--- src/rtl/mk_pkg.sv ---
package mk_pkg;

  localparam int CHAR_W = 8;
  localparam int DUR_W = 19;
  localparam int UNIT_W = 16;
  localparam int NUM_LETTERS = 26;
  localparam int LETTER_IDX_W = 5;
  localparam int CODE_LEN_W = 3;
  localparam int CODE_MAX = 4;
  localparam int POS_W = 3;

  localparam logic [UNIT_W-1:0] UNIT_TICKS_RESET = 16'd500;
  localparam logic [CHAR_W-1:0] SPACE_CHAR = 8'd32;
  localparam logic [CHAR_W-1:0] LETTER_A = 8'd97;
  localparam logic [CHAR_W-1:0] LETTER_Z = 8'd122;

  // Segment lengths in Morse units.
  localparam logic [2:0] UNITS_DOT = 3'd1;
  localparam logic [2:0] UNITS_DASH = 3'd3;
  localparam logic [2:0] UNITS_ELEM_GAP = 3'd1;
  localparam logic [2:0] UNITS_LETTER_GAP = 3'd3;
  localparam logic [2:0] UNITS_WORD_GAP = 3'd7;

  // Number of elements in each letter, a through z.
  localparam logic [CODE_LEN_W-1:0] LETTER_LEN [NUM_LETTERS] = '{
    3'd2, 3'd4, 3'd4, 3'd3, 3'd1, 3'd4, 3'd3, 3'd4, 3'd2,
    3'd4, 3'd3, 3'd4, 3'd2, 3'd2, 3'd3, 3'd4, 3'd4, 3'd3,
    3'd3, 3'd1, 3'd3, 3'd4, 3'd3, 3'd4, 3'd4, 3'd4
  };

  // Bit i is set when element i of the letter is a dash.
  localparam logic [CODE_MAX-1:0] LETTER_DASH [NUM_LETTERS] = '{
    4'b0010, 4'b0001, 4'b0101, 4'b0001, 4'b0000, 4'b0100, 4'b0011,
    4'b0000, 4'b0000, 4'b1110, 4'b0101, 4'b0010, 4'b0011, 4'b0001,
    4'b0111, 4'b0110, 4'b1011, 4'b0010, 4'b0000, 4'b0001, 4'b0100,
    4'b1000, 4'b0110, 4'b1001, 4'b1101, 4'b0011
  };

  typedef enum logic [1:0] {
    CMD_FLUSH,
    CMD_LETTER,
    CMD_WORD
  } cmd_kind_t;

  typedef struct packed {
    cmd_kind_t kind;
    logic pre_gap;
    logic [CODE_LEN_W-1:0] len;
    logic [CODE_MAX-1:0] dash;
  } cmd_t;

endpackage

--- src/rtl/mk_char_if.sv ---
interface mk_char_if;
  import mk_pkg::*;

  logic valid;
  logic ready;
  logic [CHAR_W-1:0] character;
  logic end_of_text;

  modport source(output valid, output character, output end_of_text, input ready);
  modport sink(input valid, input character, input end_of_text, output ready);
endinterface

--- src/rtl/mk_seg_if.sv ---
interface mk_seg_if;
  import mk_pkg::*;

  logic valid;
  logic ready;
  logic lamp_on;
  logic [DUR_W-1:0] duration;
  logic last_of_run;

  modport source(output valid, output lamp_on, output duration, output last_of_run,
                 input ready);
  modport sink(input valid, input lamp_on, input duration, input last_of_run,
               output ready);
endinterface

--- src/rtl/mk_front.sv ---
module mk_front
  import mk_pkg::*;
(
  input  logic      clk,
  input  logic      rst,
  mk_char_if.sink   chars,
  output logic      push_valid,
  input  logic      push_ready,
  output cmd_t      push_data
);

  logic pending;
  logic pending_next;
  logic accept;
  logic is_letter;
  logic [LETTER_IDX_W-1:0] idx;
  logic [CHAR_W-1:0] offset;

  assign chars.ready = push_ready;
  assign accept = chars.valid && push_ready;
  assign is_letter = (chars.character >= LETTER_A) && (chars.character <= LETTER_Z);
  assign offset = chars.character - LETTER_A;
  assign idx = offset[LETTER_IDX_W-1:0];

  always_comb begin
    push_data = '0;
    pending_next = pending;
    if (chars.end_of_text) begin
      push_data.kind = CMD_FLUSH;
      push_data.pre_gap = pending;
      pending_next = 1'b0;
    end else if (is_letter) begin
      push_data.kind = CMD_LETTER;
      push_data.pre_gap = pending;
      push_data.len = LETTER_LEN[idx];
      push_data.dash = LETTER_DASH[idx];
      pending_next = 1'b1;
    end else begin
      push_data.kind = CMD_WORD;
      push_data.pre_gap = pending && (chars.character != SPACE_CHAR);
      pending_next = 1'b0;
    end
  end

  // A terminator with nothing pending leaves no work for the sequencer.
  assign push_valid = chars.valid && (!chars.end_of_text || pending);

  always_ff @(posedge clk) begin
    if (rst) begin
      pending <= 1'b0;
    end else if (accept) begin
      pending <= pending_next;
    end
  end

endmodule

--- src/rtl/mk_queue.sv ---
module mk_queue
  import mk_pkg::*;
#(
  parameter int DEPTH = 2
) (
  input  logic clk,
  input  logic rst,
  input  logic push_valid,
  output logic push_ready,
  input  cmd_t push_data,
  output logic pop_valid,
  input  logic pop_ready,
  output cmd_t pop_data
);

  localparam int PTR_W = (DEPTH > 1) ? $clog2(DEPTH) : 1;
  localparam int CNT_W = $clog2(DEPTH + 1);
  localparam logic [PTR_W-1:0] LAST_PTR = PTR_W'(DEPTH - 1);
  localparam logic [CNT_W-1:0] FULL_CNT = CNT_W'(DEPTH);

  cmd_t entries [DEPTH];
  logic [PTR_W-1:0] wr_ptr;
  logic [PTR_W-1:0] rd_ptr;
  logic [CNT_W-1:0] count;
  logic do_push;
  logic do_pop;

  assign push_ready = (count != FULL_CNT);
  assign pop_valid = (count != '0);
  assign pop_data = entries[rd_ptr];
  assign do_push = push_valid && push_ready;
  assign do_pop = pop_valid && pop_ready;

  always_ff @(posedge clk) begin
    if (do_push) begin
      entries[wr_ptr] <= push_data;
    end
  end

  always_ff @(posedge clk) begin
    if (rst) begin
      wr_ptr <= '0;
      rd_ptr <= '0;
      count <= '0;
    end else begin
      if (do_push) begin
        wr_ptr <= (wr_ptr == LAST_PTR) ? '0 : wr_ptr + 1'b1;
      end
      if (do_pop) begin
        rd_ptr <= (rd_ptr == LAST_PTR) ? '0 : rd_ptr + 1'b1;
      end
      if (do_push && !do_pop) begin
        count <= count + 1'b1;
      end else if (do_pop && !do_push) begin
        count <= count - 1'b1;
      end
    end
  end

endmodule

--- src/rtl/mk_back.sv ---
module mk_back
  import mk_pkg::*;
(
  input  logic              clk,
  input  logic              rst,
  input  logic [UNIT_W-1:0] unit_ticks,
  input  logic              q_valid,
  output logic              q_ready,
  input  cmd_t              q_data,
  mk_seg_if.source          segs
);

  typedef enum logic [1:0] {
    PH_IDLE,
    PH_PRE,
    PH_BODY
  } phase_t;

  phase_t phase;
  phase_t phase_next;
  cmd_t cmd;
  logic [POS_W-1:0] pos;
  logic [POS_W-1:0] pos_next;

  logic out_valid;
  logic out_lamp;
  logic [DUR_W-1:0] out_dur;
  logic out_last;

  logic busy;
  logic have;
  logic adv;
  logic emit;
  cmd_t cur_cmd;
  logic cur_pre;
  logic [POS_W-1:0] cur_pos;
  logic [POS_W-1:0] last_pos;
  logic [1:0] len_m1;
  logic [1:0] elem;

  logic seg_lamp;
  logic [2:0] seg_units;
  logic seg_last;
  logic [DUR_W-1:0] unit_ext;
  logic [DUR_W-1:0] seg_dur;

  assign busy = (phase != PH_IDLE);
  assign have = busy || q_valid;
  assign adv = !out_valid || segs.ready;
  assign emit = adv && have;
  assign q_ready = adv && !busy;

  assign cur_cmd = busy ? cmd : q_data;
  assign cur_pre = busy ? (phase == PH_PRE) : q_data.pre_gap;
  assign cur_pos = busy ? pos : '0;
  assign len_m1 = 2'(cur_cmd.len - 3'd1);
  assign last_pos = {len_m1, 1'b0};
  assign elem = cur_pos[2:1];

  // Elements sit at even positions, one-unit dark gaps at odd ones.
  always_comb begin
    seg_lamp = 1'b0;
    seg_units = UNITS_WORD_GAP;
    seg_last = 1'b1;
    if (cur_pre) begin
      seg_units = UNITS_LETTER_GAP;
      seg_last = (cur_cmd.kind == CMD_FLUSH);
    end else if (cur_cmd.kind == CMD_LETTER) begin
      seg_last = (cur_pos == last_pos);
      if (!cur_pos[0]) begin
        seg_lamp = 1'b1;
        seg_units = cur_cmd.dash[elem] ? UNITS_DASH : UNITS_DOT;
      end else begin
        seg_units = UNITS_ELEM_GAP;
      end
    end
  end

  // A zero unit length counts as one tick.
  assign unit_ext = (unit_ticks == '0) ? DUR_W'(1) : DUR_W'(unit_ticks);

  always_comb begin
    case (seg_units)
      UNITS_DOT:        seg_dur = unit_ext;
      UNITS_DASH:       seg_dur = (unit_ext << 1) + unit_ext;
      UNITS_WORD_GAP:   seg_dur = (unit_ext << 3) - unit_ext;
      default:          seg_dur = unit_ext;
    endcase
  end

  always_comb begin
    phase_next = phase;
    pos_next = pos;
    if (emit) begin
      if (seg_last) begin
        phase_next = PH_IDLE;
        pos_next = '0;
      end else if (cur_pre) begin
        phase_next = PH_BODY;
        pos_next = '0;
      end else begin
        phase_next = PH_BODY;
        pos_next = cur_pos + 1'b1;
      end
    end
  end

  always_ff @(posedge clk) begin
    if (rst) begin
      phase <= PH_IDLE;
      pos <= '0;
      out_valid <= 1'b0;
    end else begin
      phase <= phase_next;
      pos <= pos_next;
      if (adv) begin
        out_valid <= have;
      end
    end
    if (emit && !busy) begin
      cmd <= q_data;
    end
    if (emit) begin
      out_lamp <= seg_lamp;
      out_dur <= seg_dur;
      out_last <= seg_last;
    end
  end

  assign segs.valid = out_valid;
  assign segs.lamp_on = out_lamp;
  assign segs.duration = out_dur;
  assign segs.last_of_run = out_last;

  a_pop_when_idle: assert property (@(posedge clk) disable iff (rst)
    (q_valid && q_ready) |-> (phase == PH_IDLE))
    else $error("command taken while a sequence is running");

  a_no_flush_body: assert property (@(posedge clk) disable iff (rst)
    (phase == PH_BODY) |-> (cmd.kind != CMD_FLUSH))
    else $error("flush command reached the body phase");

  a_pos_in_range: assert property (@(posedge clk) disable iff (rst)
    (phase == PH_BODY && cmd.kind == CMD_LETTER) |-> (pos <= last_pos))
    else $error("element position ran past the letter");

  a_last_goes_idle: assert property (@(posedge clk) disable iff (rst)
    (emit && seg_last) |=> (phase == PH_IDLE))
    else $error("sequence kept running after its last segment");

endmodule

--- src/rtl/morse_keyer_top.sv ---
// Channel  | Direction | Payload                                   | Handshake
// chars    | in        | character[7:0], end_of_text               | valid/ready
// segs     | out       | lamp_on, duration[18:0], last_of_run      | valid/ready
// cfg      | in        | cfg_wr_data[15:0] -> unit_ticks           | cfg_wr_en only
//
// The back end sends one segment per cycle while it has work and the output is not stalled,
// and an item causes 1 to 8 segments, or none for a terminator with no gap pending.
// The front end classifies an item in the cycle it is accepted and needs no more.
// Reset sets unit_ticks to 500, clears the pending letter gap and empties the queue.
// Input stalls only when the command queue is full; the output register takes a new
// segment in any cycle where it is empty or its current segment is taken.
module morse_keyer_top
  import mk_pkg::*;
#(
  parameter int QUEUE_DEPTH = 2
) (
  input  logic              clk,
  input  logic              rst,
  mk_char_if.sink           chars,
  mk_seg_if.source          segs,
  input  logic              cfg_wr_en,
  input  logic [UNIT_W-1:0] cfg_wr_data
);

  // Ticks per Morse unit. Users must write it only while the block is idle; not enforced.
  logic [UNIT_W-1:0] unit_ticks;

  // Commands from the classifier to the sequencer.
  logic push_valid;
  logic push_ready;
  cmd_t push_data;
  logic pop_valid;
  logic pop_ready;
  cmd_t pop_data;

  always_ff @(posedge clk) begin
    if (rst) begin
      unit_ticks <= UNIT_TICKS_RESET;
    end else if (cfg_wr_en) begin
      unit_ticks <= cfg_wr_data;
    end
  end

  // The front end holds the pending letter gap and turns each character into at most one
  // command: whether a letter gap goes first, and what follows it.
  mk_front u_front (
    .clk        (clk),
    .rst        (rst),
    .chars      (chars),
    .push_valid (push_valid),
    .push_ready (push_ready),
    .push_data  (push_data)
  );

  // The queue lets the front end keep taking characters while a long letter is sent.
  mk_queue #(
    .DEPTH (QUEUE_DEPTH)
  ) u_queue (
    .clk        (clk),
    .rst        (rst),
    .push_valid (push_valid),
    .push_ready (push_ready),
    .push_data  (push_data),
    .pop_valid  (pop_valid),
    .pop_ready  (pop_ready),
    .pop_data   (pop_data)
  );

  // The back end walks each command one segment at a time into the output register.
  mk_back u_back (
    .clk        (clk),
    .rst        (rst),
    .unit_ticks (unit_ticks),
    .q_valid    (pop_valid),
    .q_ready    (pop_ready),
    .q_data     (pop_data),
    .segs       (segs)
  );

endmodule

--- src/flat_wrapper.sv ---
// flat-port wrapper written by rule: the top's interface ports become plain ports
module morse_keyer_top_flat import mk_pkg::*;
#(
  parameter int QUEUE_DEPTH = 2
)
  (clk, rst, cfg_wr_en, cfg_wr_data, chars_valid, chars_character, chars_end_of_text, chars_ready, segs_valid, segs_lamp_on, segs_duration, segs_last_of_run, segs_ready);
  mk_char_if chars_i ();
  mk_seg_if segs_i ();
  input  logic clk;
  input  logic rst;
  input  logic cfg_wr_en;
  input  logic [UNIT_W-1:0] cfg_wr_data;
  input wire logic [$bits(chars_i.valid)-1:0] chars_valid;
  input wire logic [$bits(chars_i.character)-1:0] chars_character;
  input wire logic [$bits(chars_i.end_of_text)-1:0] chars_end_of_text;
  output wire logic [$bits(chars_i.ready)-1:0] chars_ready;
  output wire logic [$bits(segs_i.valid)-1:0] segs_valid;
  output wire logic [$bits(segs_i.lamp_on)-1:0] segs_lamp_on;
  output wire logic [$bits(segs_i.duration)-1:0] segs_duration;
  output wire logic [$bits(segs_i.last_of_run)-1:0] segs_last_of_run;
  input wire logic [$bits(segs_i.ready)-1:0] segs_ready;
  assign chars_i.valid = chars_valid;
  assign chars_i.character = chars_character;
  assign chars_i.end_of_text = chars_end_of_text;
  assign chars_ready = chars_i.ready;
  assign segs_valid = segs_i.valid;
  assign segs_lamp_on = segs_i.lamp_on;
  assign segs_duration = segs_i.duration;
  assign segs_last_of_run = segs_i.last_of_run;
  assign segs_i.ready = segs_ready;
  morse_keyer_top #(.QUEUE_DEPTH(QUEUE_DEPTH)) u_core (.clk(clk), .rst(rst), .chars(chars_i), .segs(segs_i), .cfg_wr_en(cfg_wr_en), .cfg_wr_data(cfg_wr_data));
endmodule
--- config.mk ---
export PLATFORM = sky130hd
export DESIGN_NAME = morse_keyer_top_flat
export DESIGN_NICKNAME = d
export VERILOG_FILES = /design/src/rtl/mk_pkg.sv /design/src/rtl/mk_char_if.sv /design/src/rtl/mk_seg_if.sv /design/src/rtl/mk_front.sv /design/src/rtl/mk_queue.sv /design/src/rtl/mk_back.sv /design/src/rtl/morse_keyer_top.sv /design/src/flat_wrapper.sv
export SDC_FILE = /design/constraint.sdc
export NUM_CORES = 1
export LEC_CHECK = 0
export BUFFER_PORTS_ARGS = -buffer_cell sky130_fd_sc_hd__buf_2
export CAP_MARGIN = 20
export CORE_ASPECT_RATIO = 0.5
export CORE_UTILIZATION = 30
export CTS_BUF_LIST = sky130_fd_sc_hd__clkbuf_8
export CTS_CLUSTER_SIZE = 40
export DETAILED_ROUTE_END_ITERATION = 8
export PLACE_DENSITY = 0.56
export SYNTH_ARGS = -nofsm -noshare
export SYNTH_HDL_FRONTEND = slang
export SYNTH_SLANG_ARGS = --single-unit
--- constraint.sdc ---
create_clock -name clk -period 4.4 [get_ports clk]
set_input_delay 0.22 -clock clk [delete_from_list [all_inputs] [get_ports clk]]
set_output_delay 0.22 -clock clk [all_outputs]
set_load 0.1 [all_outputs]
# Word-level counts from Yosys, hierarchy flattened
# Memory sizes are Yosys's and may differ from the RTL's. A register that Yosys moved wholly into a read port is not among the register bits.
# Cells that the tools add are included.
# totals
mem_bits_ro	224
word_cells	100
mem_count	3
register_bits	58
mem_bits_rw	20
# memory_table
memory	words	word_bits	rd	rd_ports_with_merged_regs	write_ports	line	source
(name not given)	32	4	1	0	0	mk_front.sv:36	push_data.dash = LETTER_DASH[idx];
(name not given)	32	3	1	0	0	mk_front.sv:35	push_data.len = LETTER_LEN[idx];
u_core.u_queue.entries	2	10	1	1	1	mk_queue.sv:21	cmd_t entries [DEPTH];
# op_classes
bitwise_logic	2
magnitude_cmp	4
n_eq_ne	7
n_mux	35
n_reduce_logical	25
addsub	9
# ops
operator	n
one-hot mux 19 bit (2 select lines)	1
two-way mux 3 bit	9
subtractor 19 x 16 -> 19 bit	1
adder 17 x 16 -> 18 bit	1
zero test 16 bit	1
two-way mux 16 bit	1
two-way mux 7 bit	2
two-way mux 1 bit	13
logical AND 1 bit	11
two-way mux 10 bit	1
two-way mux 2 bit	5
greater-or-equal comparator 8 x 7 -> 1 bit, second input constant	1
<= comparator 8 x 7 -> 1 bit, second input constant	1
two-way mux 4 bit	2
!= test 8 x 6 -> 1 bit, second input constant	1
greater-or-equal comparator 6 bit, second input constant	1
NOT 5 -> 6 bit	1
nonzero test 2 bit	3
zero test 1 bit	5
subtractor 5 x 1 -> 5 bit, second input constant	1
equality test 2 x 1 -> 1 bit, second input constant	2
subtractor 2 x 1 -> 2 bit, second input constant	2
adder 3 x 1 -> 3 bit, second input constant	1
equality test 3 x 2 -> 1 bit, second input constant	1
11 further kinds	14

# Logic depth before layout (Yosys ltp)
# depth
depth_word	10
mapped_depth	17
mapped_depth_nobuf	14

# Cells and area by module
# Synthesis repeated with hierarchy kept, for this count alone.
# unflattened
hier_cells	621
hier_area_um2	5774.3
# modules_own_cells
module	area_per_inst_um2	seq_area_each_um2	cells_each	instances
mk_back	3316.9	970.9	379	1
mk_queue	940.9	700.7	55	1
mk_front	915.9	20.0	135	1
morse_keyer_top	600.6	320.3	52	1

# Worst setup path before layout
# Ideal clock, no wire load.
# synth_path
path_kind	register to register
from	register u_core.unit_ticks[15]
to	register u_core.u_back.out_dur[15], in the netlist u_core.u_back.segs.duration[15], data pin
setup_time_ns	0.271
synth_period_minus_slack_ns	3.452
stages_incl_launch_ff	17
n_path_buf	2
required_ns	4.129
path_slack_ns	0.948
arrival_ns	3.181
cell_sequence	dfxtp_1 > inv_1 > ha_1 > nand4_1 > or3_1 > clkbuf_1 > clkbuf_1 > nand2_1 > inv_1 > ha_1 > and3_1 > and3_1 > a211oi_2 > o21ai_1 > a221o_1 > xnor2_1 > o221ai_1
# synth_between
elab_chain_cells	4
word_cells_on_any_way	5
classes_between	add/sub (2); mux (2); reduce/logical (1)
# synth_lines
item	line	source
start: declaration	morse_keyer_top.sv:26	logic [UNIT_W-1:0] unit_ticks;
start signal: assignment	morse_keyer_top.sv:40	unit_ticks <= cfg_wr_data;
zero test 16 bit	mk_back.sv:80	assign unit_ext = (unit_ticks == '0) ? DUR_W'(1) : DUR_W'(unit_ticks);
two-way mux 16 bit *	mk_back.sv:80	
subtractor 19 x 16 -> 19 bit or adder 17 x 16 -> 18 bit (tied branches)	mk_back.sv:86, mk_back.sv:85	
one-hot mux 19 bit (2 select lines) *	mk_back.sv:83	case (seg_units)
via u_core.u_back.seg_dur[15]	mk_back.sv:45	logic [DUR_W-1:0] seg_dur;
end signal: assignment	mk_back.sv:125	out_dur <= seg_dur;
end: declaration	mk_back.sv:27	logic [DUR_W-1:0] out_dur;
# Mark *: on every way through the listed nets, which the timed path passes. The rest lies on a longest branch.
# A chain may end at the register's enable or synchronous reset.

# Final worst setup path
# layout_path
from	register u_core.unit_ticks[15]
to	register u_core.u_back.out_dur[17], in the netlist u_core.u_back.segs.duration[17], data pin
# The elaborated chain is that of the path after synthesis.

==> metrics <==
status completed; commonest non-fill, non-tap cell in the layout nand2_1; CP dominant cell by count inv_1; cell family with most CP delay compound AO/OA/AOI/OAI gates; Ys Warns 0; pre-CTS WS 0.3999 ns; Pre-antenna DRT Iters 5; Initial Utilization 0.3101; Area growth syn-to-layout 11.00%; Least-Margin Pin Slew 0.9572 ns; hold_sp cfg_wr_data[2]; pin count of the biggest net entering global routing 23; TNS Setup 0 ns; Post-CTS Resized 0; post-synthesis sequential area ratio 0.3591; WHS 0.09820 ns; TritonCTS clock tree yes; WHS Path Cells 3; synth unique cells 65; VDD IR max 0.0002572 V; Final period util 0.9222; Mean Syn Cell Area 9.244 sq um; initial antenna violation count 0; drt total wl 12.99 mm; layout net count 705; diode count 0; RSZ-0062 raised after global routing false; CP arrival 4.14 ns; Pwr per Cell Area 571.8 nW/um^2; Final setup viols 0; final setup margin 0.3421 ns; Post-synth EDFFs 47; Die Ht 97.18 microns; fin crit period 4.058 ns; Slew Limit Fails 0; DR iter-0 viols 266; number of global-route vias before repair 4274; setup repair bufs after CTS 0; worst min path class in -> reg; die area 18690 sq um; cells after synthesis 588; origin of the critical flop-to-flop path u_core.unit_ticks[15]; DR vias/cell 5.033; Row Count 34; CP endpoint kind flip-flop; critical path class reg -> reg; per-cell routed wire length 14.98 microns; crit path launch u_core.unit_ticks[15]; H-Tree Depth 3; final hold violations 0; worst r2r path cells 14; Overall Global Routing Usage 0.1469; Final Skew 0.01276 ns; Post-Syn Area 5435 sq um; vias post-DR 4364; most frequent cells in the layout 60 x nand2_1, 52 x buf_2, 48 x inv_1; fmax 246.4 MHz; CP max FO 16; MaxCap Viol Count 0; CP Buf/Inv Count 2; Slowest-stage cell, CP or3_1; Syn Nets 665; Post-synth ARST share 0; die width 192.4 microns; CTS buffer count 9; CTS Sinks 74; hold buffers post-CTS 0; CTS clk-pin slew, worst paths 0.08 ns; clock buffer depth 2; Leak 0.002573 uW; Final ANT Viol Nets 0; first-pass GRT wire length 21.73 mm; crit-path cells inv_1 -> ha_1 -> nand4_1 -> or3_1 -> nand2_1 -> inv_1 -> fa_1 -> a211oi_1 -> o21bai_1 -> a211oi_2 -> o21ai_1 -> a221o_1 -> a21oi_1 -> o211ai_1; Seq cells post-synth 74; share of cells above drive strength 1 0.1548; # IOs 53; Root Buffer clkbuf_8; Max transition margin 0.3611; clk_lat worst skew 0.36 ns; I/O Buffers 52; HPWL after detailed placement 9.935 mm; DRC violations left 0; aggregate global routing overflow 0; Worst path max stage delay 0.59 ns; GPL Wtd Cong 0.8769; CP Depth 14; Startpoint Class flip-flop; Core Area 17530 sq um; Main synth FF type edfxtp_1; Req. time, crit path 4.48 ns
## worst paths after layout
check | to | slack (ns)
hold reg to reg | u_core.u_queue.rd_ptr | 0.53
setup / recovery | u_core.u_back.segs.duration[17] | 0.34
hold / removal | u_core.unit_ticks[2] | 0.1
setup reg to reg | u_core.u_back.segs.duration[17] | 0.34
## per-layer routing
metal  GRT usage  wire (microns)
met1      0.2024            6351
met2      0.2272            5836
met3     0.03214             591
met4     0.04664             211
met5           0               0
## through the flow
stage / util / cell area, sq um / instances / total power (uW)
after floorplan: - / 5435 / 588 / 2670
after global placement: 0.3350 / 5872 / 851 / 3007
after detailed placement: 0.3350 / 5872 / 851 / 3014
after CTS: 0.3442 / 6033 / 867 / 3487
after global routing: 0.3442 / 6033 / 867 / 3651
final: 0.3442 / 6033 / 867 / 3450
## worst reg2reg max path, delay by kind of cell (launching register included)
family	cells	cell delay (ns)
fa+ha+maj	2	0.65
simple gates	3	0.97
buf+inv	2	0.22
flops	1	0.38
compound gates	7	1.56
## Yosys cell counts, drive strengths merged, types with 4 or more instances
library cell,count,share of area
xnor2,16,0.026
a21oi,32,0.029
o22ai,4,0.0058
inv,46,0.032
and3,8,0.0092
a21boi,4,0.0055
or3,5,0.0058
buf,12,0.015
o221ai,7,0.011
mux2,8,0.018
xor2,19,0.031
o21ai,30,0.030
edfxtp,47,0.26
nor2,46,0.033
nand2b,7,0.0085
nor2b,5,0.0058
and2,4,0.0046
dfxtp,27,0.099
a211oi,7,0.011
mux2i,21,0.043
a22oi,8,0.011
ha,46,0.11
nor3,15,0.015
nand4,6,0.0069
or2,7,0.0081
nand3,17,0.016
clkbuf,12,0.0083
nand2,60,0.041
a21o,10,0.014
o211ai,12,0.017
o21bai,5,0.0069
## where the power goes
part	leakage, uW	switching [uW]	internal, uW
Clock	0.0000923	265	199
Sequential	0.000671	98.6	1000
Combinational	0.00181	1440	449
Total	0.00257	1800	1650
## registers in the layout, indices dropped and copies added, names as in the netlist, named ones only
register and flops:
u_core.u_back.segs.duration 19, u_core.u_queue.entries 18, u_core.unit_ticks 16, u_core.u_back.cmd 8
u_core.u_back.pos 3, u_core.u_queue.count 2, u_core.u_back.phase 1, u_core.u_back.segs.lamp_on 1
u_core.u_back.segs.last_of_run 1, u_core.u_back.segs.valid 1, u_core.u_front.pending 1, u_core.u_queue.rd_ptr 1
u_core.u_queue.wr_ptr 1
## area by class of cell
type / instances / area, sq um
Timing Repair Buffer: 53 / 267.8
Multi-Input combinational cell: 444 / 3187
Inverter: 46 / 172.7
Clock inverter: 7 / 37.54
Sequential cell: 74 / 1952
Clock buffer: 9 / 123.9
Fill cell: 1851 / 11490
Tap cell: 234 / 292.8
## logic make-up (layout without fill, tap and decap cells)
group,Yosys count,after routing,synth area share
and+or+nand+nor,193,193,0.1798
AOI/OAI and AO/OA,138,138,0.1710
DFF,74,74,0.3591
buffers and inverters,70,115,0.05456
adders and majority gates,47,47,0.1096
xor gates and xnor gates,35,35,0.05640
muxes,31,31,0.06952
Power figures use the tool's default switching activity.
